File: src/design/assert_macros.svh
// Assertion helpers used by the top-level RTL file.
`ifndef ASSERT_MACROS_SVH
`define ASSERT_MACROS_SVH

// The condition must hold at every clock edge outside reset.
`define ASSERT_ALWAYS(label, clk, rst_n, cond, msg) \
    label: assert property (@(posedge clk) disable iff (!rst_n) (cond)) else $error(msg);

// The antecedent implies the consequent at the same edge.
`define ASSERT_IMPLIES(label, clk, rst_n, ante, cons, msg) \
    label: assert property (@(posedge clk) disable iff (!rst_n) (ante) |-> (cons)) \
        else $error(msg);

`endif

File: src/design/rca_pkg.sv
`default_nettype none
package rca_pkg;
    localparam int CW    = 8;
    localparam int PW    = 25;
    localparam int RW    = 17;
    localparam int NW    = 18;
    localparam int FW    = 10;
    localparam int NCELL = PW;

    localparam logic signed [FW-1:0] FACT_MIN = -10'sd255;
    localparam logic signed [FW-1:0] FACT_MAX = 10'sd259;
    localparam logic [NW-1:0] NUM_RESET = 18'd73815;
    localparam logic [RW-1:0] DEN_RESET = 17'd58395;
    localparam logic [NW-1:0] NUM_MAX   = 18'd133126;
    localparam logic [CW-1:0] MID       = 8'd128;
    localparam logic [CW-1:0] CMAX      = 8'd255;

    typedef struct packed {
        logic          neg;
        logic [RW-1:0] rem;
        logic [PW-1:0] dq;
    } lane_t;

    typedef struct packed {
        logic [CW-1:0] red;
        logic [CW-1:0] green;
        logic [CW-1:0] blue;
        logic [CW-1:0] alpha;
        lane_t [2:0]   lane;
    } stage_t;
endpackage
`default_nettype wire

File: src/design/rca_mul.sv
`default_nettype none
module rca_mul (
    input  wire logic                   clk,
    input  wire logic                   rst_n,
    input  wire logic                   en,
    input  wire logic                   valid_in,
    input  wire logic [rca_pkg::CW-1:0] red,
    input  wire logic [rca_pkg::CW-1:0] green,
    input  wire logic [rca_pkg::CW-1:0] blue,
    input  wire logic [rca_pkg::CW-1:0] alpha,
    input  wire logic [rca_pkg::NW-1:0] num,
    output logic                        valid_out,
    output rca_pkg::stage_t             stage_out
);
    import rca_pkg::*;

    logic            valid_reg;
    stage_t          stage_reg;
    stage_t          stage_next;
    logic [CW-1:0]   chan [3];
    logic [CW-1:0]   mag  [3];
    logic [PW+CW:0]  prod [3];

    assign chan[0] = red;
    assign chan[1] = green;
    assign chan[2] = blue;

    always_comb
    begin
        stage_next       = '0;
        stage_next.red   = red;
        stage_next.green = green;
        stage_next.blue  = blue;
        stage_next.alpha = alpha;
        for (int i = 0; i < 3; i++)
        begin
            mag[i]  = chan[i][CW-1] ? (chan[i] - MID) : (MID - chan[i]);
            prod[i] = {{(PW-NW+1){1'b0}}, num} * {{(PW+1){1'b0}}, mag[i]};
            stage_next.lane[i].neg = !chan[i][CW-1];
            stage_next.lane[i].dq  = prod[i][PW-1:0];
        end
    end

    always_ff @(posedge clk or negedge rst_n)
    begin
        if (!rst_n)
        begin
            valid_reg <= 1'b0;
        end
        else if (en)
        begin
            valid_reg <= valid_in;
        end
    end

    always_ff @(posedge clk)
    begin
        if (en)
        begin
            stage_reg <= stage_next;
        end
    end

    assign valid_out = valid_reg;
    assign stage_out = stage_reg;
endmodule
`default_nettype wire

File: config.mk
export PLATFORM = sky130hd
export DESIGN_NAME = rca_mul
export DESIGN_NICKNAME = d
export VERILOG_FILES = /design/src/design/assert_macros.svh /design/src/design/rca_pkg.sv /design/src/design/rca_mul.sv
export SDC_FILE = /design/constraint.sdc
export NUM_CORES = 1
export LEC_CHECK = 0
export ABC_CLOCK_PERIOD_IN_PS = 920
export BUFFER_PORTS_ARGS = -buffer_cell sky130_fd_sc_hd__buf_2
export CORE_MARGIN = 4
export CORE_UTILIZATION = 35
export DETAILED_ROUTE_END_ITERATION = 16
export PLACE_DENSITY = 0.55
export SETUP_SLACK_MARGIN = 0.3
export SYNTH_ARGS = -nofsm -noshare
export SYNTH_HDL_FRONTEND = slang
export SYNTH_SLANG_ARGS = --single-unit
File: constraint.sdc
create_clock -name clk -period 0.92 [get_ports clk]
set_input_delay 0.092 -clock clk [delete_from_list [all_inputs] [get_ports clk]]
set_output_delay 0.092 -clock clk [all_outputs]
set_load 0.02 [all_outputs]
==> results.tsv <==
stage	metric	value	unit
outcome	status	finished with violations	
outcome	failing checks	hold timing, setup timing	
clock_tree	CTS clk-pin slew, worst paths	0.09	ns
pwr	Lkg Pwr	12.4	nW
final_layout	non-filler cells, final	3056	
logic_synthesis	main flop type after synthesis	edfxtp_1	
detailed_routing	Final ANT Viol Nets	0	
placed_design	DP Area	22900	µm²
clock_tree	TritonCTS clock tree	done	
logic_synthesis	Yosys warning count	0	
floorplan	DIE AREA	54300	µm²
grt	largest net degree at the start of global routing	39	
clock_tree	clk buf depth	2	
timing	count of final hold-check violations	6	
logic_synthesis	synth unique cells	77	
timing	# setup viols final	183	
logic_synthesis	area leader, netlist	fa_1	
setup_path	Worst EP required	1.09	ns
detailed_routing	DRT Wirelength	48100	µm
final_layout	FILL cells	4461	
setup_path	critical path peak fanout	6	
final_layout	layout cells sized above 1	42.3	%
floorplan	die extent in x	233	µm
timing	Layout Skew	0	ns
final_layout	fin area	26600	µm²
detailed_routing	Routed met2 length	24800	µm
logic_synthesis	area of the mapped netlist	17700	µm²
timing	maximum clock rate	0.212	GHz
grt	first-pass GRT wire length	78700	µm
logic_synthesis	post-synth top area share	32.2	%
timing	Final Max Tran Viols	0	
logic_synthesis	register area share after synthesis	18.8	%
detailed_routing	Initial DRC Count	445	
clock_tree	clk_lat worst skew	0.41	ns
logic_synthesis	cell with the most instances after synthesis	inv_1	
setup_path	CP endpoint kind	flop	
detailed_routing	met3 WL	1340	µm
placed_design	placed cells	2932	
logic_synthesis	EDFF count, synth	110	
placed_design	pre-CTS setup slack	-4.42	ns
clock_tree	Sink Count	111	
floorplan	Initial Util	35.4	%
pwr	Clk pwr share	4.6	%
setup_path	arrival time at the worst endpoint	4.89	ns
final_layout	ant diodes	0	
placed_design	post-DP HPWL	37300	µm
final_layout	synth-to-layout area growth	50.3	%
logic_synthesis	FFs w/ async S/R, synth	0.901	%
clock_tree	clock root buffer master	clkbuf_16	
detailed_routing	top sig layer	met4	
pwr	register share of total power	10.8	%
logic_synthesis	Area contributors post-synth	fa_1 32%, edfxtp_1 19%, ha_1 9.5%	
final_layout	Final nets	2853	
grt	initial antenna violation count	0	
detailed_routing	Vias	14100	
placed_design	PortBufs	164	
pwr	Pwr Density	3520	nW/µm²
timing	fin crit share	513	%
detailed_routing	via/cell ratio	4.61	
setup_path	kind of critical path	in2reg	
logic_synthesis	#FFs+latches synth	111	
pwr	Logic pwr share	84.6	%
pwr	Pwr Total	93.8	mW
floorplan	Die Y	233	µm
logic_synthesis	Post-Syn Area per Cell	9.82	µm²
clock_tree	H-tree levels	3	
pwr	switching share of power	42.7	%
detailed_routing	drt drc	0	
worst_hold_path	worst min path class	in2reg	
run	Max-cap violations	0	
logic_synthesis	synth cell count leaders	299 x inv_1, 285 x fa_1, 203 x and2_1, 141 x nand2_1, 135 x ha_1	
clock_tree	Num CTS Buffers	9	
placed_design	Final Wtd Congestion	0.863	
pwr	Peak VDD IR	2.72	mV
grt	GRT Overall Usage	18.1	%
detailed_routing	Avg WL per Cell	15.8	µm
timing	Worst Setup Slack, final	-3.80	ns
grt	grt ovf	0	
pwr	NetSw	40.1	mW
floorplan	row cnt	82	
floorplan	core region area	50100	µm²
detailed_routing	Initial DRT Pass Iterations	5	
pwr	Power Internal	53.7	mW
floorplan	I/O Pins	216	
detailed_routing	routed length on met1	21200	µm
logic_synthesis	Post-Syn Instances	1804	
setup_path	Critical Path Source Type	primary input	
timing	RSZ-0062 raised after global routing	yes	
timing	smallest hold slack	-0.0788	ns
timing	minimum clock period	4.72	ns
grt	number of global-route vias before repair	15400	
clock_tree	# hold bufs at CTS	20	
critical path: stages:
cell and delay, ns:
buf_6 0.09, or3_4 0.41, o21ai_4 0.16, xor2_2 0.19, buf_12 0.14, and2b_1 0.18, fa_1 0.48, fa_1 0.50
fa_1 0.52, fa_1 0.60, ha_4 0.25, a21oi_4 0.19, o31ai_4 0.12, a311oi_2 0.34, nor4_2 0.11, buf_4 0.15
a2111oi_4 0.30, nor3_1 0.07
routing by layer:
layer | GRT usage (%) | vias to the layer above
met1 | 23.5 | 7172
met5 | 0 | -
met3 | 2.64 | 40
li1 | - | 6673
met2 | 31.8 | 192
met4 | 4.30 | 0
cells in the final DEF (no fill, tap or decap), types with 8 or more instances in the layout:
cell	count
a21o_1	20
a21oi_1	26
a21oi_2	21
a21oi_4	12
and2_1	165
and2_4	39
buf_12	26
buf_2	61
buf_4	324
buf_6	197
buf_8	10
clkbuf_16	9
conb_1	51
dlygate4sd3_1	18
edfxtp_1	110
fa_1	262
fa_2	23
ha_1	64
ha_4	71
inv_1	264
inv_2	27
nand2_1	130
nand2_2	9
nand2b_1	22
nor2_1	26
nor2_2	11
nor2b_1	84
nor2b_2	19
o21a_1	9
o21ai_0	9
o21ai_2	8
xnor2_1	32
xnor2_2	14
xor2_1	18
power by group through the flow:
stage               logic, mW  registers (mW)  clock network [mW]
finish                   79.3            10.1                4.32
global route             86.7            10.3                4.67
CTS                      71.7            9.96                4.52
detailed placement       62.1            9.90                   0
global placement         61.5            9.92                   0
floorplan                38.5            12.1                   0
per-stage QoR:
step	hold slack, ns	TNS, ns	util (%)
3_3_place_gp	-0.133	-250.26	45.7
2_1_floorplan	-0.204	-227.82	-
3_5_place_dp	-0.132	-252.67	45.7
5_1_grt	-0.101	-237.19	53.1
4_1_cts	-0.118	-224.24	50.6
6_report	-0.0788	-224.41	53.1
final cells by class:
class / count / area (µm²) / share of cell area (%)
Tap cell: 672 / 841 / 3.16
Clock inverter: 6 / 72.6 / 0.273
Multi-Input combinational cell: 1320 / 15200 / 57.0
Inverter: 299 / 1140 / 4.30
Sequential cell: 111 / 3330 / 12.5
Timing Repair Buffer: 638 / 5830 / 21.9
Clock buffer: 10 / 239 / 0.898
flip-flops by register name, summed over array words and instances (netlist names):
signal     flops
stage_out    110
valid_out      1
cell families after synthesis:
| family | share of synthesized area [%] |
|---|---|
| AND/OR/NAND/NOR | 18.4 |
| buffers and inverters | 10.1 |
| adder cells (fa/ha/maj) | 41.8 |
| AO/OA/AOI/OAI | 6.64 |
| flip-flops | 18.8 |
| XOR/XNOR | 3.85 |
| multiplexers | 0.424 |
| other | 0.0212 |
repair_timing:
item	in CTS	in global routing
setup buffers	52	35
endpoints found under the hold margin	28	8
gates resized for setup	361	254
endpoints found under the setup margin	184	188
cloned	2	0
pin swaps	131	144
path summary, 6_finish.rpt:
check | start | endpoint | slack, ns | depth (start not counted)
min | valid_in | valid_out | -0.08 | 2
min reg2reg | valid_out | valid_out | 0.64 | 2
min in group asynchronous | rst_n | valid_out | -0.02 | 2
max reg2reg | valid_out | valid_out | 0.01 | 2
max | red[3] | stage_out[22] | -3.80 | 18
max in group asynchronous | rst_n | valid_out | 0.85 | 2
Power figures use the tool's default switching activity.
