File: config.mk
export PLATFORM = sky130hd
export DESIGN_NAME = rca_clamp
export DESIGN_NICKNAME = d
export VERILOG_FILES = /design/src/design/assert_macros.svh /design/src/design/rca_pkg.sv /design/src/design/rca_clamp.sv
export SDC_FILE = /design/constraint.sdc
export NUM_CORES = 1
export LEC_CHECK = 0
export BUFFER_PORTS_ARGS = -buffer_cell sky130_fd_sc_hd__buf_2
export CAP_MARGIN = 5
export CORE_UTILIZATION = 35
export DETAILED_ROUTE_END_ITERATION = 8
export GPL_ROUTABILITY_DRIVEN = 1
export PLACE_DENSITY_LB_ADDON = 0.05
export SYNTH_ARGS = -nofsm -noshare
export SYNTH_HDL_FRONTEND = slang
export SYNTH_SLANG_ARGS = --single-unit
export TNS_END_PERCENT = 1
File: constraint.sdc
create_clock -name clk -period 0.8 [get_ports clk]
set_input_delay 0.16 -clock clk [delete_from_list [all_inputs] [get_ports clk]]
set_output_delay 0.16 -clock clk [all_outputs]
set_load 0.01 [all_outputs]
File: src/design/assert_macros.svh
// Assertion helpers used by the top-level RTL file.
`ifndef ASSERT_MACROS_SVH
`define ASSERT_MACROS_SVH

// The condition must hold at every clock edge outside reset.
`define ASSERT_ALWAYS(label, clk, rst_n, cond, msg) \
    label: assert property (@(posedge clk) disable iff (!rst_n) (cond)) else $error(msg);

// The antecedent implies the consequent at the same edge.
`define ASSERT_IMPLIES(label, clk, rst_n, ante, cons, msg) \
    label: assert property (@(posedge clk) disable iff (!rst_n) (ante) |-> (cons)) \
        else $error(msg);

`endif

File: src/design/rca_pkg.sv
`default_nettype none
package rca_pkg;
    localparam int CW    = 8;
    localparam int PW    = 25;
    localparam int RW    = 17;
    localparam int NW    = 18;
    localparam int FW    = 10;
    localparam int NCELL = PW;

    localparam logic signed [FW-1:0] FACT_MIN = -10'sd255;
    localparam logic signed [FW-1:0] FACT_MAX = 10'sd259;
    localparam logic [NW-1:0] NUM_RESET = 18'd73815;
    localparam logic [RW-1:0] DEN_RESET = 17'd58395;
    localparam logic [NW-1:0] NUM_MAX   = 18'd133126;
    localparam logic [CW-1:0] MID       = 8'd128;
    localparam logic [CW-1:0] CMAX      = 8'd255;

    typedef struct packed {
        logic          neg;
        logic [RW-1:0] rem;
        logic [PW-1:0] dq;
    } lane_t;

    typedef struct packed {
        logic [CW-1:0] red;
        logic [CW-1:0] green;
        logic [CW-1:0] blue;
        logic [CW-1:0] alpha;
        lane_t [2:0]   lane;
    } stage_t;
endpackage
`default_nettype wire

File: src/design/rca_clamp.sv
`default_nettype none
module rca_clamp (
    input  wire logic             clk,
    input  wire logic             rst_n,
    input  wire logic             en,
    input  wire logic             valid_in,
    input  wire rca_pkg::stage_t  stage_in,
    output logic                  valid_out,
    output logic [4*rca_pkg::CW-1:0] pix_out
);
    import rca_pkg::*;

    logic              valid_reg;
    logic [4*CW-1:0]   pix_reg;
    logic [4*CW-1:0]   pix_next;
    logic [CW-1:0]     chan [3];
    logic [CW-1:0]     orig [3];
    logic [PW-1:0]     q;

    assign orig[0] = stage_in.red;
    assign orig[1] = stage_in.green;
    assign orig[2] = stage_in.blue;

    always_comb
    begin
        q = '0;
        for (int i = 0; i < 3; i++)
        begin
            q = stage_in.lane[i].dq;
            if (stage_in.alpha == '0)
            begin
                chan[i] = orig[i];
            end
            else if (stage_in.lane[i].neg)
            begin
                chan[i] = (q > PW'(MID)) ? '0 : CW'(PW'(MID) - q);
            end
            else
            begin
                chan[i] = (q > PW'(CMAX - MID)) ? CMAX : CW'(PW'(MID) + q);
            end
        end
        pix_next = {stage_in.alpha, chan[2], chan[1], chan[0]};
    end

    always_ff @(posedge clk or negedge rst_n)
    begin
        if (!rst_n)
        begin
            valid_reg <= 1'b0;
        end
        else if (en)
        begin
            valid_reg <= valid_in;
        end
    end

    always_ff @(posedge clk)
    begin
        if (en)
        begin
            pix_reg <= pix_next;
        end
    end

    assign valid_out = valid_reg;
    assign pix_out   = pix_reg;
endmodule
`default_nettype wire

==> impl_metrics.csv <==
group,metric,value,unit
grt,grt_overflow,0,
floorplan,io_pins,198,
timing,hold_viol,0,
synthesis,synth_top_area_share,43.76,%
placed_design,finalWeightedCongestion,0.8659,
placed_design,port_buffers,146,
clock_tree,ctsHtreeMaxLevel,2,
clock_tree,worst_skew_pair.late_latency,280,ps
grt,grt_pass1_vias,2331,
timing,rsz0062_at_grt,"true",
routing,drt_wl_total,7120,microns
clock_tree,cts_buffers,5,
floorplan,start_util,36.65,%
synthesis,synth_nets,415,
timing,worst_slew_pin_slew,330.1,ps
placed_design,dpl_worst_slack,-1276,ps
critical_path,crit_slowest_cell,"o41a_1",
grt,antenna_found_initial,0,
synthesis,ys_top_cells_by_area,"edfxtp_1, nor2_1, nor4_1",
timing,setup_viol,57,
hold_path,hp-class,"input pin to flip-flop",
timing,slew_violations,0,
clock_tree,cts_tree,"built",
floorplan,core,5991,sq um
critical_path,r2r_end,"valid_out$_DFFE_PN0P_",
synthesis,syn_inst,244,
floorplan,die_h,81.21,microns
critical_path,worstSetupEndpoint,"pix_out[19]$_DFFE_PP_",
synthesis,ys_seq_elements,33,
power,p_leak,1.698,nW
timing,skew,0,ps
power,power.density,1169,nW/um^2
routing,drtPass1Iterations,4,
synthesis,ys_seq_area_share,44.90,%
critical_path,cp_max_fo,5,
synthesis,yosysUniqueCellTypes,40,
power,p_clk_share,27.4,%
critical_path,path_class,"input pin to flip-flop",
critical_path,critical-path-max-stage-delay,430,ps
floorplan,die_area,6594,sq um
routing,vias_per_cell,5.058,
outcome,status,"finished with violations",
synthesis,synth_area_per_cell,8.999,sq um
clock_tree,cts_root_buf,"clkbuf_8",
routing,drc,0,
grt,grt_usage,20.99,%
floorplan,die_w,81.21,microns
critical_path,reg2reg_slack,60,ps
routing,ant_nets,0,
outcome,violations,"setup timing",
power,ir_worst_vdd,0.0008395,V
placed_design,dpl.hpwl,5384,microns
synthesis,synth_area,2196,sq um
grt,grt_pass1_wl,10610,microns
power,pwr-share-comb,27.0,%
cells_and_area,diodes,0,
routing,wl_per_cell,13.28,microns
critical_path,path_cells,"buf_8, inv_6, ha_4, or3b_4, o41a_1, nor3_4, buf_6, nand3_2, a41oi_2",
critical_path,start_kind,"input pin",
timing,min_period,1798,ps
synthesis,yosysTopAreaCell,"edfxtp_1",
synthesis,synth_warnings,0,
power,switching_share,28.13,%
cells_and_area,drive_gt1_share,58.13,%
timing,fin_hold_ws,68.42,ps
cells_and_area,layout.nets,631,
critical_path,cp_top_family,"simple AND/OR/NAND/NOR gates",
cells_and_area,syn_to_final_growth,78.29,%
routing,drtIter0Drc,90,
power,switchingPower,1.287,mW
timing,fmax,556.3,MHz
grt,grt_max_degree,27,
timing,timing.final.ws_setup,-997.7,ps
critical_path,startpoint,"stage_in[87]",
critical_path,r2r_start,"valid_out$_DFFE_PN0P_",
timing,slew_headroom,77.75,%
routing,vias,2711,
critical_path,reg2regPathDepth,1,
power,seq_power_share,45.7,%
flow_run,drv_cap,0,
critical_path,critical_path_arrival,1930,ps
floorplan,rows,28,
critical_path,critPathRequiredTime,930,ps
clock_tree,cts.clk_slew.worst_paths,70,ps
power,power.internal,3.289,mW
clock_tree,cts_sinks,33,
cells_and_area,fillers,528,
critical_path,cp-end-kind,"flip-flop",
timing,min_period_over_period,224.7,%
clock_tree,cts_buffer_depth,2,
critical_path,cp.depth,9,
critical_path,worst-path-buf-inv,3,
==> stage by stage <==
stage | cell area (sq um) | std cells | utilization, % | TNS (ps) | power (mW)
6_report | 3915 | 536 | 65.35 | -21550 | 4.577
5_1_grt | 3915 | 536 | 65.35 | -24720 | 4.825
4_1_cts | 3707 | 531 | 61.88 | -21600 | 4.532
3_5_place_dp | 3496 | 522 | 58.35 | -25550 | 3.235
3_3_place_gp | 3496 | 522 | 58.35 | -24800 | 3.225
2_1_floorplan | 2196 | 244 | - | -21840 | 2.480
==> state kept, by name (all words and copies together) (netlist names) <==
name / cells
valid_out: 1
pix_out: 32
==> Yosys cell counts <==
master and n:
a211oi_1 1, and2_1 4, mux2_2 1, edfxtp_1 32
o22ai_1 1, o41ai_1 4, nand3_1 9, nand4b_1 5
or3b_1 1, o211ai_1 1, a31oi_1 12, o31ai_1 1
or4_1 2, nor3_4 1, o41a_1 1, a21boi_0 2
or3_1 1, clkbuf_1 6, a21oi_1 20, a41oi_1 1
ha_1 6, a211oi_2 1, o21ai_0 10, o21a_1 1
xnor2_1 4, nor4b_1 1, dfrtp_1 1, nand2_1 12
or3b_2 1, inv_1 14, mux2i_1 1, a311oi_1 1
nor4_1 18, a32oi_1 4, nor3_1 14, nor2_1 41
a21oi_2 1, or3b_4 1, o21ai_1 1, nand4_1 5
==> metal layers <==
| metal | vias to the layer above | GRT usage (%) | wire length (microns) |
|---|---|---|---|
| met2 | 110 | 37.23 | 3606 |
| met1 | 1212 | 25.92 | 2952 |
| met4 | 0 | 5.357 | 62 |
| met3 | 6 | 3.933 | 499 |
| li1 | 1383 | - | - |
| met5 | - | 0 | 0 |
==> worst min-delay path by stage <==
| stage | slack [ps] | endpoint | cells past startpoint | start |
|---|---|---|---|---|
| 2_1_floorplan | -140 | valid_out$_DFFE_PN0P_ | 0 | rst_n |
| 3_3_place_gp | -70 | valid_out$_DFFE_PN0P_ | 1 | rst_n |
| 3_5_place_dp | -60 | valid_out$_DFFE_PN0P_ | 1 | rst_n |
| 4_1_cts | 60 | pix_out[25]$_DFFE_PP_ | 1 | stage_in[130] |
| 5_1_grt | 60 | pix_out[29]$_DFFE_PP_ | 1 | stage_in[134] |
| 6_report | 70 | pix_out[28]$_DFFE_PP_ | 1 | stage_in[133] |
==> cells in the final DEF, fill, tap and decap left out, types with 2 or more instances in the layout <==
cell and count:
xnor2_1 4, clkinv_2 2, clkbuf_8 5, buf_2 143, o41ai_1 2, edfxtp_1 32, buf_4 64, a21oi_2 3
a31oi_1 12, buf_6 4, o41ai_2 2, nor4_2 11, o21ai_1 4, a21oi_1 16, ha_4 2, inv_2 3
ha_1 4, a21boi_0 2, nor2_1 41, a211oi_2 2, nand2_1 11, nand3_2 3, nand3_1 6, nor3_2 3
nand4b_1 5, nor3_1 9, nand4_1 5, buf_12 2, a32oi_1 4, and2_1 4, nor3_4 3, nor4_1 6
o21ai_0 7, or3b_4 2, a21oi_4 2, inv_1 10
==> power groups by stage <==
stage	Sequential, mW	Clock [mW]	Combinational, mW
finish	2.09	1.25	1.23
global placement	2.13	0	1.10
global route	2.11	1.36	1.36
CTS	2.09	1.28	1.16
floorplan	2.22	0	0.262
detailed placement	2.13	0	1.10
==> what timing repair did <==
item                                    in CTS  in global routing
endpoints found under the setup margin      57                 57
cloned                                       0                  0
hold buffers                                 1                  0
gates resized for setup                     24                 35
hold endpoints to repair                     1                  0
pin swaps                                   13                 20
buffers inserted                             0                  5
==> layout make-up <==
cell class | instances | area (sq um) | share of cell area [%]
inverters | 14 | 57.56 | 1.470
flip-flops and latches | 33 | 985.9 | 25.18
clock inverters | 3 | 17.52 | 0.4474
multi-input cells | 191 | 1385 | 35.38
well taps | 75 | 93.84 | 2.397
repair buffers | 215 | 1306 | 33.37
clock buffers | 5 | 68.82 | 1.758
==> cell families after synthesis <==
family                     after synthesis  share of synthesized area [%]
AOI/OAI and AO/OA                       63                          18.29
xor gates and xnor gates                 4                          1.595
adders and majority gates                6                          3.419
buffers and inverters                   20                          3.419
DFF                                     33                          44.90
muxes                                    2                         0.9686
and+or+nand+nor                        116                          27.41
Power figures use the tool's default switching activity.
