===== config.mk =====
export PLATFORM = sky130hd
export DESIGN_NAME = rca_cell
export DESIGN_NICKNAME = d
export VERILOG_FILES = /design/src/design/assert_macros.svh /design/src/design/rca_pkg.sv /design/src/design/rca_cell.sv
export SDC_FILE = /design/constraint.sdc
export NUM_CORES = 1
export LEC_CHECK = 0
export ABC_AREA = 0
export BUFFER_PORTS_ARGS = -buffer_cell sky130_fd_sc_hd__buf_2
export CAP_MARGIN = 20
export CORE_MARGIN = 8
export CORE_UTILIZATION = 35
export DETAILED_ROUTE_END_ITERATION = 8
export SLEW_MARGIN = 25
export SYNTH_ARGS = -nofsm -noshare
export SYNTH_HDL_FRONTEND = slang
export SYNTH_SLANG_ARGS = --single-unit

===== constraint.sdc =====
create_clock -name clk -period 1.1 [get_ports clk]
set_input_delay 0.055 -clock clk [delete_from_list [all_inputs] [get_ports clk]]
set_output_delay 0.055 -clock clk [all_outputs]
set_load 0.05 [all_outputs]

===== src/design/assert_macros.svh =====
// Assertion helpers used by the top-level RTL file.
`ifndef ASSERT_MACROS_SVH
`define ASSERT_MACROS_SVH

// The condition must hold at every clock edge outside reset.
`define ASSERT_ALWAYS(label, clk, rst_n, cond, msg) \
    label: assert property (@(posedge clk) disable iff (!rst_n) (cond)) else $error(msg);

// The antecedent implies the consequent at the same edge.
`define ASSERT_IMPLIES(label, clk, rst_n, ante, cons, msg) \
    label: assert property (@(posedge clk) disable iff (!rst_n) (ante) |-> (cons)) \
        else $error(msg);

`endif


===== src/design/rca_pkg.sv =====
`default_nettype none
package rca_pkg;
    localparam int CW    = 8;
    localparam int PW    = 25;
    localparam int RW    = 17;
    localparam int NW    = 18;
    localparam int FW    = 10;
    localparam int NCELL = PW;

    localparam logic signed [FW-1:0] FACT_MIN = -10'sd255;
    localparam logic signed [FW-1:0] FACT_MAX = 10'sd259;
    localparam logic [NW-1:0] NUM_RESET = 18'd73815;
    localparam logic [RW-1:0] DEN_RESET = 17'd58395;
    localparam logic [NW-1:0] NUM_MAX   = 18'd133126;
    localparam logic [CW-1:0] MID       = 8'd128;
    localparam logic [CW-1:0] CMAX      = 8'd255;

    typedef struct packed {
        logic          neg;
        logic [RW-1:0] rem;
        logic [PW-1:0] dq;
    } lane_t;

    typedef struct packed {
        logic [CW-1:0] red;
        logic [CW-1:0] green;
        logic [CW-1:0] blue;
        logic [CW-1:0] alpha;
        lane_t [2:0]   lane;
    } stage_t;
endpackage
`default_nettype wire


===== src/design/rca_cell.sv =====
`default_nettype none
module rca_cell (
    input  wire logic                   clk,
    input  wire logic                   rst_n,
    input  wire logic                   en,
    input  wire logic [rca_pkg::RW-1:0] den,
    input  wire logic                   valid_in,
    input  wire rca_pkg::stage_t        stage_in,
    output logic                        valid_out,
    output rca_pkg::stage_t             stage_out
);
    import rca_pkg::*;

    logic          valid_reg;
    stage_t        stage_reg;
    stage_t        stage_next;
    logic [RW:0]   trial [3];
    logic [RW:0]   diff  [3];

    // One restoring division step per lane: one quotient bit per cell.
    always_comb
    begin
        stage_next = stage_in;
        for (int i = 0; i < 3; i++)
        begin
            trial[i] = {stage_in.lane[i].rem, stage_in.lane[i].dq[PW-1]};
            diff[i]  = trial[i] - {1'b0, den};
            if (trial[i] >= {1'b0, den})
            begin
                stage_next.lane[i].rem = diff[i][RW-1:0];
                stage_next.lane[i].dq  = {stage_in.lane[i].dq[PW-2:0], 1'b1};
            end
            else
            begin
                stage_next.lane[i].rem = trial[i][RW-1:0];
                stage_next.lane[i].dq  = {stage_in.lane[i].dq[PW-2:0], 1'b0};
            end
        end
    end

    always_ff @(posedge clk or negedge rst_n)
    begin
        if (!rst_n)
        begin
            valid_reg <= 1'b0;
        end
        else if (en)
        begin
            valid_reg <= valid_in;
        end
    end

    always_ff @(posedge clk)
    begin
        if (en)
        begin
            stage_reg <= stage_next;
        end
    end

    assign valid_out = valid_reg;
    assign stage_out = stage_reg;
endmodule
`default_nettype wire


==> metrics.txt, run 1 <==
#FFs+latches synth approximately 160; # IOs 344; mux share of post-synthesis cell area under 10%; total congestion overflow 0; simple-gate share of the synthesized area between 6 and 7%; iteration-0 DRC count of the detailed router ~550; first-pass GRT wire length 48,600 µm; clock root cell clkbuf_16; Mean Syn Cell Area between 10 and 15 µm²; distinct cell type count after synthesis 69; WHS Path Cells 3; Async S/R FF share, synth 0.617%; CP bufs+invs 3; max-cap violation count 0; Worst-Margin Slew about 0.46 ns; number of synthesized flops with an enable pin 161; Reg2Reg Depth 1; die area around 0.029 mm²; min-delay worst type input pin to flip-flop; Layout Nets ~1,500; Setup Viol. Count Final 60; metal3 WL about 2600 µm; Worst R2R Start valid_out; worst reg-to-reg setup slack ~0.32 ns; final std cells w/o fill between 1,500 and 2,000; antenna violations before repair 4; HP Start stage_in[82]; Slew Limit Headroom between 60% and 70%; Die Span X 170 µm; max layer used met5; crit path DAT 2.34 ns; Hold Path End stage_out[83]; R2R Path End valid_out; CP delay by family, top simple AND/OR/NAND/NOR gates; WL final 34,400 µm; synthesized instance count 620; Mapped Area approximately 0.0083 mm²; final hold viol count 0; largest net degree at the start of global routing 54; CTS H-tree depth 4; CP max-delay cell or4b_4; remaining antenna violation count after routing 0; Setup crit start kind input pin; vias per cell 4.84; Worst setup EP type flip-flop; critical-path cell list buf_6 > clkinvlp_4 > fa_2 > a21o_1 > nor2b_4 > or4b_4 > a21oi_4 > a22o_4 > inv_12 > mux2_4; Area growth, synth to finish 82.0%; CORE AREA around 0.023 mm²; clock buffer depth 2; Final Cycle Share 198%; pre-CTS setup slack -1.56 ns; Most used DFF post-synth edfxtp_1; CTS tree done; Pwr per Cell Area 1480 mW/mm²; drt wl/cell about 21 µm; Clock Pin Slew Worst Setup and Hold Paths approximately 0.08 ns; clk sinks about 160; Vert. Die Dim roughly 170 µm; yosys warns 0; fin util between 60 and 70%; Max rail drop VDD between 0.0008 and 0.0009 V; post-route minimum period 2.17 ns; WP data required around 1.3 ns; setup slack after layout -1.07 ns; unrepaired setup endpoints after global routing yes; Synth Area in Compound Gates roughly an eighth; Initial Utilization 35.5%; share of cells above drive strength 1 slightly above 50%; Routed met1 length approximately 13,000 µm; Rows 56; largest family of logic cells by synthesized area compound AO/OA/AOI/OAI gates; outcome finished with violations; setup_tns -50.95 ns; Setup CP Type input pin to flip-flop; clock skew 0 ns; Total GRT Usage around 22%; dpl hpwl between 20,000 and 25,000 µm; DRC 0; adder-cell share of the synthesized area approximately 8.4%; fraction of the yosys area taken by sequential cells between 50 and 60%; Port Buffers 343; Post-Place Cells ~1,400; critical path peak fanout 8; Lkg Pwr a little under 7 nW; TritonRoute pass-1 iters 5; failing checks negative setup slack; fillcell total around 1,700; worst skew pair latency ~0.42 ns; via count about 8,000; CP max stage delay 0.53 ns; Synth Net Count 856; xor/xnor cell area share of the yosys netlist around 3.8%; count of pins over their slew limit 0; GPL Wtd Cong between 0.8 and 0.9; CTS Buf Count 17; vias in the first global route around 8,300; Fmax about 0.46 GHz; met2 WL post-DR roughly 18,000 µm
## how the worst max path moves through the flow
stage	from	endpoint	slack [ns]	cells past startpoint
floorplan	den[1]	stage_out[118]	-1.39	10
global placement	den[0]	stage_out[126]	-1.51	11
detailed placement	den[0]	stage_out[125]	-1.56	11
CTS	den[1]	stage_out[125]	-1.03	10
global route	den[1]	stage_out[125]	-1.12	10
finish	den[1]	stage_out[125]	-1.07	10
## layout make-up
cell class | instances | area, µm² | share of cell area [%]
repair buffers | 693 | 5580 | 37.0
flip-flops and latches | 162 | 4860 | 32.2
multi-input cells | 408 | 3440 | 22.8
clock buffers | 17 | 425 | 2.82
well taps | 319 | 399 | 2.65
clock inverters | 15 | 198 | 1.31
inverters | 30 | 160 | 1.06
repair inverters | 1 | 11.3 | 0.0747
diodes | 2 | 5.00 | 0.0332
## metal layers
layer / vias up / track usage, %
met1: 3830 / 25.3
met5: - / 0
met2: 303 / 39.6
li1: 3786 / -
met3: 52 / 6.35
met4: 6 / 7.23
## per-stage QoR
stage | total power [W] | hold WS, ns | cell area (µm²)
3_5_place_dp | 0.0146 | -0.165 | 11900
4_1_cts | 0.0218 | 0.0124 | 14500
2_1_floorplan | 0.0121 | -0.241 | 8360
6_report | 0.0223 | 0.0261 | 15100
5_1_grt | 0.0231 | 0.0303 | 15100
3_3_place_gp | 0.0146 | -0.170 | 11900
## cells by family after synthesis
| logic type | Yosys count |
|---|---|
| xor gates and xnor gates | 36 |
| adders and majority gates | 54 |
| buffers and inverters | 50 |
| AOI/OAI and AO/OA | 161 |
| and+or+nand+nor | 118 |
| DFF | 162 |
| muxes | 39 |
## cells in the final DEF, fill, tap and decap left out, types with 5 or more instances in the layout
cell           count
mux2_2            16
o21ai_0           18
nor3_1             7
xor2_1            19
edfxtp_1         161
dlygate4sd3_1    145
buf_4            253
buf_12             7
nand2_1           37
o21bai_1           5
nand3_1           11
a21oi_2            5
mux2_4            19
a21oi_1           45
o21ai_1            5
o21a_1            10
ha_4               8
buf_2            190
xnor2_1           17
nand4_1           14
nor2_1            22
inv_8              7
buf_6             91
inv_2              7
inv_1             17
ha_1              43
clkbuf_16         17
a21o_1            23
a211oi_1           6
## worst min-delay path: stages
cell,delay [ns]
buf_2,0.09
and2_1,0.11
a31o_2,0.09
## sequential cells by signal, indices dropped and copies added (netlist names)
register and cells:
valid_out 1, stage_out 161
## power by group
group | switching (W) | internal (W)
Sequential | 0.000293 | 0.00759
Combinational | 0.00459 | 0.00350
Clock | 0.00299 | 0.00332
Total | 0.00787 | 0.0144
## synthesized netlist by cell type, types with 3 or more instances
library cell / count / share of area [%]
ha_1: 51 / 7.7
clkbuf_1: 14 / 0.63
fa_1: 3 / 0.73
edfxtp_1: 161 / 58
o21bai_1: 5 / 0.45
mux2_2: 18 / 2.4
a21oi_1: 51 / 3.1
o21ai_0: 23 / 1.4
mux2_4: 17 / 3.1
nor2_1: 29 / 1.3
xnor2_1: 17 / 1.8
o21a_1: 10 / 0.91
a21o_1: 23 / 2.1
o211ai_1: 4 / 0.36
a211oi_1: 7 / 0.63
a31oi_1: 3 / 0.23
inv_1: 28 / 1.3
nand4_1: 14 / 1.1
nand3_1: 11 / 0.66
nor3_1: 7 / 0.42
o2111ai_1: 3 / 0.32
and2_1: 3 / 0.23
mux2i_1: 4 / 0.48
xor2_1: 19 / 2.0
nand2_1: 38 / 1.7
## what timing repair did
item	in CTS	in global routing
hold buffers	145	0
gates cloned	3	1
setup buffers	12	5
gates resized for setup	131	241
pin swaps	18	3
setup endpoints to repair	123	186
hold endpoints to repair	145	0
Note: power is estimated with default switching activity, not from simulation.
==> inputs of run 2 (changes only) <==
--- a/config.mk
+++ b/config.mk
@@ -5,7 +5,7 @@
 export SDC_FILE = /design/constraint.sdc
 export NUM_CORES = 1
 export LEC_CHECK = 0
-export ABC_AREA = 0
+export ABC_AREA = 1
 export BUFFER_PORTS_ARGS = -buffer_cell sky130_fd_sc_hd__buf_2
 export CAP_MARGIN = 20
 export CORE_MARGIN = 8
==> metrics.txt, run 2 <==
critical path peak fanout 7 (-1); clock skew 0 ns (unchanged); distinct cell type count after synthesis 35 (-49%); remaining antenna violation count after routing 0 (unchanged); clk sinks 162 (unchanged); DRC 0 (unchanged); Worst R2R Start valid_out; iteration-0 DRC count of the detailed router 471 (-14%); failing checks negative setup slack; post-route minimum period 1.52 ns (-0.653 ns); Setup Viol. Count Final 58 (-3.3%); dpl cell area 0.0125 mm² (+5.0%); CP max stage delay 0.36 ns (-0.17 ns); #FFs+latches synth 162 (unchanged); Min Hold Slack 0.0400 ns (+0.0138 ns); Synth area leader edfxtp_1; antenna violations before repair 5 (+1); Yosys top cell area share 53.8% (-4.6 points); Mean Syn Cell Area 9.01 µm² (-33%); setup_tns -18.70 ns (+32.25 ns); CORE AREA 0.0252 mm² (+7.9%); Post-Place Cells 1,801 (+24%); first-pass GRT wire length 51,900 µm (+6.7%); CTS H-tree depth 4 (unchanged); Max rail drop VDD 0.00118 V (+42%); drt wl/cell 18.8 µm (-10%); final std cells w/o fill 2,023 (+23%); Setup crit start kind input pin; Initial Utilization 35.7% (+0.22 points); count leader, synth nand2_1; TritonRoute pass-1 iters 7 (+2); clock root cell clkbuf_16; synthesized instance count 998 (+61%); Rows 58 (+3.6%); Fmax 0.657 GHz (+43%); Worst-Margin Slew 0.355 ns (-0.106 ns); CTS tree done; vias in the first global route 9,081 (+8.8%); Most used DFF post-synth edfxtp_1; count of pins over their slew limit 0 (unchanged); max reg flops 161 (unchanged); share of cells above drive strength 1 47.2% (-3.7 points); yosys warns 0 (unchanged); Final Instance Area 0.0168 mm² (+12%); WL final 38,000 µm (+10%); GPL Wtd Cong 0.857 (-1.5%); Port Buffers 343 (unchanged); commonest non-fill, non-tap cells in the layout 306 x nand2_1, 204 x buf_4, 193 x buf_2; unrepaired setup endpoints after global routing yes; WP data required 1.27 ns (about the same); fin util 66.9% (+2.2 points); outcome finished with violations; Mapped Area 0.00899 mm² (+8.6%); setup slack after layout -0.421 ns (+0.653 ns); min-delay worst type input pin to flip-flop; crit path DAT 1.69 ns (-0.65 ns); final hold viol count 0 (unchanged); Setup CP Type input pin to flip-flop; Pwr per Cell Area 1340 mW/mm² (-9.6%); Synth Net Count 1,234 (+44%); Final Cycle Share 138% (-59 points); top cells by area, synth edfxtp_1 54%, nand2_1 16%, ha_1 7.1%, inv_1 6.8%, nand3_1 4.3%; Die Span X 176 µm (+3.8%); largest net degree at the start of global routing 37 (-31%); Async S/R FF share, synth 0.617% (unchanged); die area 0.0311 mm² (+7.8%); Worst Setup SP den[11]; top cells by count, synth 382 x nand2_1, 164 x inv_1, 161 x edfxtp_1; # IOs 344 (unchanged); HP Start stage_in[82]; CTS Buf Count 17 (unchanged); max-cap violation count 0 (unchanged); Worst setup EP type flip-flop; fraction of the yosys area taken by sequential cells 54.0% (-4.6 points); worst skew pair latency 0.42 ns (about the same); Layout Nets 1,915 (+24%); via count 9,457 (+19%); Clock Pin Slew Worst Setup and Hold Paths 0.07 ns (about the same); Area growth, synth to finish 87.2%; critical-path cell list buf_6 > clkinvlp_4 > ha_4 > nand2_4 > nor2_4 > inv_2 > nor4_4 > nand2_8 > buf_8 > nand3_2 > nand2_1; vias per cell 4.67 (-3.5%); total congestion overflow 0 (unchanged); Vert. Die Dim 176 µm (+3.8%); number of synthesized flops with an enable pin 161 (unchanged); clock buffer depth 2 (unchanged); Slew Limit Headroom 76.1% (+7.2 points); Total GRT Usage 21.8% (-0.50 points); dpl hpwl 26,600 µm (+9.7%); CP max-delay cell ha_4; commonest non-fill, non-tap cell in the layout nand2_1; Lkg Pwr 8.07 nW (+20%)
[run 2: changes by cell type in the layout (fill, tap and decap cells not counted), sizes merged, moves of 8 or more]
cell    before  now
nand2       38  409
inv         37  164
nand3       11   78
buf        544  504
mux2        35    1
a21oi       53   28
a21o        23    0
o21ai       24    3
xnor2       17    2
nor2        29   42
o21a        10    0
nand4       14    5
a211oi       8    0
[run 2: metrics by stage]
step / total power (W) / setup slack, ns
detailed placement: 0.0143 / -0.909
finish: 0.0225 / -0.421
global placement: 0.0143 / -0.848
CTS: 0.0214 / -0.374
floorplan: 0.0120 / -0.580
global route: 0.0235 / -0.476
[run 2: critical path, delay by kind of cell]
family	cells	cell delay, ns
fa+ha+maj	1	0.36
buf+inv	4	0.51
simple gates	6	0.74
[run 2: cell families after synthesis]
family          share of synthesized area [%]
xor+xnor                                 1.95
mux                                     0.125
flops                                    54.0
buf+inv                                  7.89
fa+ha+maj                                7.76
compound gates                           1.89
simple gates                             26.3
[run 2: cell type report]
cell class | count | area [µm²]
Antenna cell | 1 | 2.50
Clock buffer | 17 | 425
Clock inverter | 15 | 206
Fill cell | 1869 | 8340
Inverter | 166 | 661
Multi-Input combinational cell | 666 | 4710
Sequential cell | 162 | 4860
Tap cell | 330 | 413
Timing Repair Buffer | 666 | 5560
[run 2: report_power, final]
part,internal (W),switching (W)
clock network,0.00332,0.00301
logic,0.00332,0.00507
registers,0.00755,0.000239
[run 2: path summary, 6_finish.rpt]
path                                 end  depth (start not counted)  slack (ns)
max reg2reg                    valid_out                          1        0.31
min in group asynchronous      valid_out                          3        0.49
min reg2reg                    valid_out                          1        0.57
max in group asynchronous      valid_out                          3        0.50
max                        stage_out[29]                         11       -0.42
min                        stage_out[83]                          4        0.04
[run 2: what timing repair did]
item,CTS,global route
buffers inserted,4,27
hold buffers,150,2
pin swaps,0,116
endpoints found under the setup margin,114,169
endpoints found under the hold margin,156,2
gates resized for setup,83,469
gates cloned,0,9
[run 2: layer usage]
| layer | up-vias | GRT usage (%) | wire (µm) | share of wire [%] |
|---|---|---|---|---|
| met5 | - | 0 | 57 | 0.15 |
| li1 | 4588 | - | - | - |
| met2 | 353 | 39.5 | 19700 | 52 |
| met1 | 4430 | 24.3 | 14200 | 38 |
| met3 | 78 | 5.51 | 2520 | 6.6 |
| met4 | 8 | 7.67 | 1440 | 3.8 |
==> inputs of run 3 (changes only) <==
--- a/config.mk
+++ b/config.mk
@@ -8,7 +8,7 @@
 export ABC_AREA = 1
 export BUFFER_PORTS_ARGS = -buffer_cell sky130_fd_sc_hd__buf_2
 export CAP_MARGIN = 20
-export CORE_MARGIN = 8
+export CORE_MARGIN = 2
 export CORE_UTILIZATION = 35
 export DETAILED_ROUTE_END_ITERATION = 8
 export SLEW_MARGIN = 25
==> metrics.txt, run 3 (same netlist as run 2, synthesis figures left out) <==
pre-CTS setup slack -0.918 ns (-0.00892 ns); Clock Pin Slew Worst Setup and Hold Paths 0.07 ns (about the same); die area 0.0270 mm² (-13%); DRC 0 (unchanged); CTS Buf Count 17 (unchanged); max-cap violation count 0 (unchanged); WHS Path Cells 3 (-1); Initial Utilization 35.7% (unchanged); WL final 35,200 µm (-7.3%); fin util 65.0% (-1.9 points); via count 9,267 (-2.0%); HP Start stage_in[76]; Seq pwr share 34.9% (+0.3 points); Lkg Pwr 7.93 nW (-1.7%); antenna violations before repair 4 (-1); worst reg-to-reg setup slack 0.31 ns (about the same); crit path DAT 1.63 ns (-0.06 ns); TritonRoute pass-1 iters 4 (-3); critical path peak fanout 8 (+1); clk sinks 162 (unchanged); Setup Viol. Count Final 55 (-5.2%); Worst-Margin Slew 0.292 ns (-0.0634 ns); Area growth, synth to finish 81.9%; CTS H-tree depth 4 (unchanged); setup slack after layout -0.360 ns (+0.0611 ns); largest net degree at the start of global routing 56 (+51%); Reg2Reg Depth 1 (unchanged); post-route minimum period 1.46 ns (-0.0611 ns); drt wl/cell 17.5 µm (-6.9%); failing checks negative setup slack; Vert. Die Dim 164 µm (-6.8%); fillcell total 2,012 (+7.7%); Worst setup EP type flip-flop; setup_tns -17.76 ns (+0.939 ns); GPL Wtd Cong 0.887 (+3.5%); Logic pwr share 36.4% (-0.9 points); Total GRT Usage 23.9% (+2.2 points); remaining antenna violation count after routing 0 (unchanged); min-delay worst type input pin to flip-flop; Port Buffers 343 (unchanged); Slew Limit Headroom 80.5% (+4.4 points); Worst R2R Start valid_out; commonest non-fill, non-tap cell in the layout nand2_1; share of cells above drive strength 1 46.3% (-0.85 points); worst skew pair latency 0.43 ns (about the same); dpl hpwl 24,300 µm (-8.6%); CORE AREA 0.0252 mm² (unchanged); Pwr per Cell Area 1360 mW/mm² (+1.7%); Max rail drop VDD 0.00114 V (-3.2%); Setup CP Type input pin to flip-flop; Worst Setup SP den[10]; clock root cell clkbuf_16; final hold viol count 0 (unchanged); # IOs 344 (unchanged); vias in the first global route 8,951 (-1.4%); clock buffer depth 2 (unchanged); max reg flops 161 (unchanged); Die Span X 164 µm (-6.8%); Fmax 0.685 GHz (+4.2%); clock skew 0 ns (unchanged); first-pass GRT wire length 48,400 µm (-6.8%); commonest non-fill, non-tap cells in the layout 311 x nand2_1, 213 x buf_2, 212 x buf_4; Net Switching 0.00823 W (-1.1%); unrepaired setup endpoints after global routing yes; Setup crit start kind input pin; Layout Nets 1,905 (-0.52%); Rows 58 (unchanged); Final Cycle Share 133% (-5.6 points); CTS tree done; R2R Path End valid_out; Hold Path End stage_out[77]; count of pins over their slew limit 0 (unchanged); iteration-0 DRC count of the detailed router 587 (+25%); total congestion overflow 0 (unchanged); sw frac 37.0% (about the same); outcome finished with violations; WP data required 1.27 ns (about the same); Pint 0.0140 W (-1.2%); Clk network pwr share 28.7% (+0.6 points); vias per cell 4.60 (-1.5%)
[run 3: metrics by stage]
stage               hold WS, ns  power, W  area, µm²  cells
global route             0.0137    0.0232      16400   2012
floorplan                -0.241    0.0120       9240    998
detailed placement       -0.169    0.0143      12500   1808
CTS                      0.0200    0.0216      15300   2004
global placement         -0.170    0.0143      12500   1808
finish                   0.0287    0.0222      16400   2013
[run 3: worst max-delay path, cell delays in order]
cell and delay [ns]:
buf_2 0.10, clkinvlp_4 0.16, buf_4 0.20, ha_4 0.26
nand2_2 0.06, nor2_2 0.10, nand2_1 0.09, nor2_2 0.12
nor2_2 0.06, nand2_4 0.09, inv_2 0.06, buf_12 0.15
nand2_4 0.05, nand2_2 0.06
[run 3: final cells by class]
cell class	count	area [µm²]	share of cell area, %
clock inverter	15	209	1.28
timing repair buffer	658	5240	32.0
sequential	162	4860	29.7
tap	330	413	2.52
antenna	1	2.50	0.0153
clock buffer	17	425	2.60
multi-input combinational	664	4570	27.9
inverter	166	651	3.98
[run 3: worst max path at each step]
stage                endpoint  slack (ns)  depth (start not counted)
4_1_cts        stage_out[119]       -0.35                         12
3_5_place_dp   stage_out[127]       -0.92                         14
5_1_grt         stage_out[35]       -0.44                         13
2_1_floorplan   stage_out[27]       -0.58                         13
6_report        stage_out[77]       -0.36                         14
3_3_place_gp   stage_out[127]       -0.89                         14
[run 3: what timing repair did]
| item | in CTS | in global routing |
|---|---|---|
| hold buffers | 148 | 0 |
| gates cloned | 4 | 2 |
| hold endpoints to repair | 154 | 0 |
| buffers inserted | 12 | 7 |
| setup endpoints to repair | 84 | 189 |
| resized for setup | 138 | 354 |
| pin swaps | 29 | 32 |
[run 3: power by group through the flow]
stage	clock [W]	sequential (W)	combinational (W)
3_5_place_dp	0	0.00783	0.00651
6_report	0.00639	0.00776	0.00810
2_1_floorplan	0	0.0101	0.00195
4_1_cts	0.00651	0.00771	0.00737
5_1_grt	0.00675	0.00782	0.00862
3_3_place_gp	0	0.00783	0.00645
[run 3: routing by layer]
layer / vias up / part of all wire, % / global-route usage (%)
li1: 4560 / - / -
met1: 4338 / 39 / 28.2
met2: 298 / 51 / 43.9
met3: 65 / 5.9 / 4.44
met4: 6 / 3.8 / 7.38
met5: - / 0.12 / 0
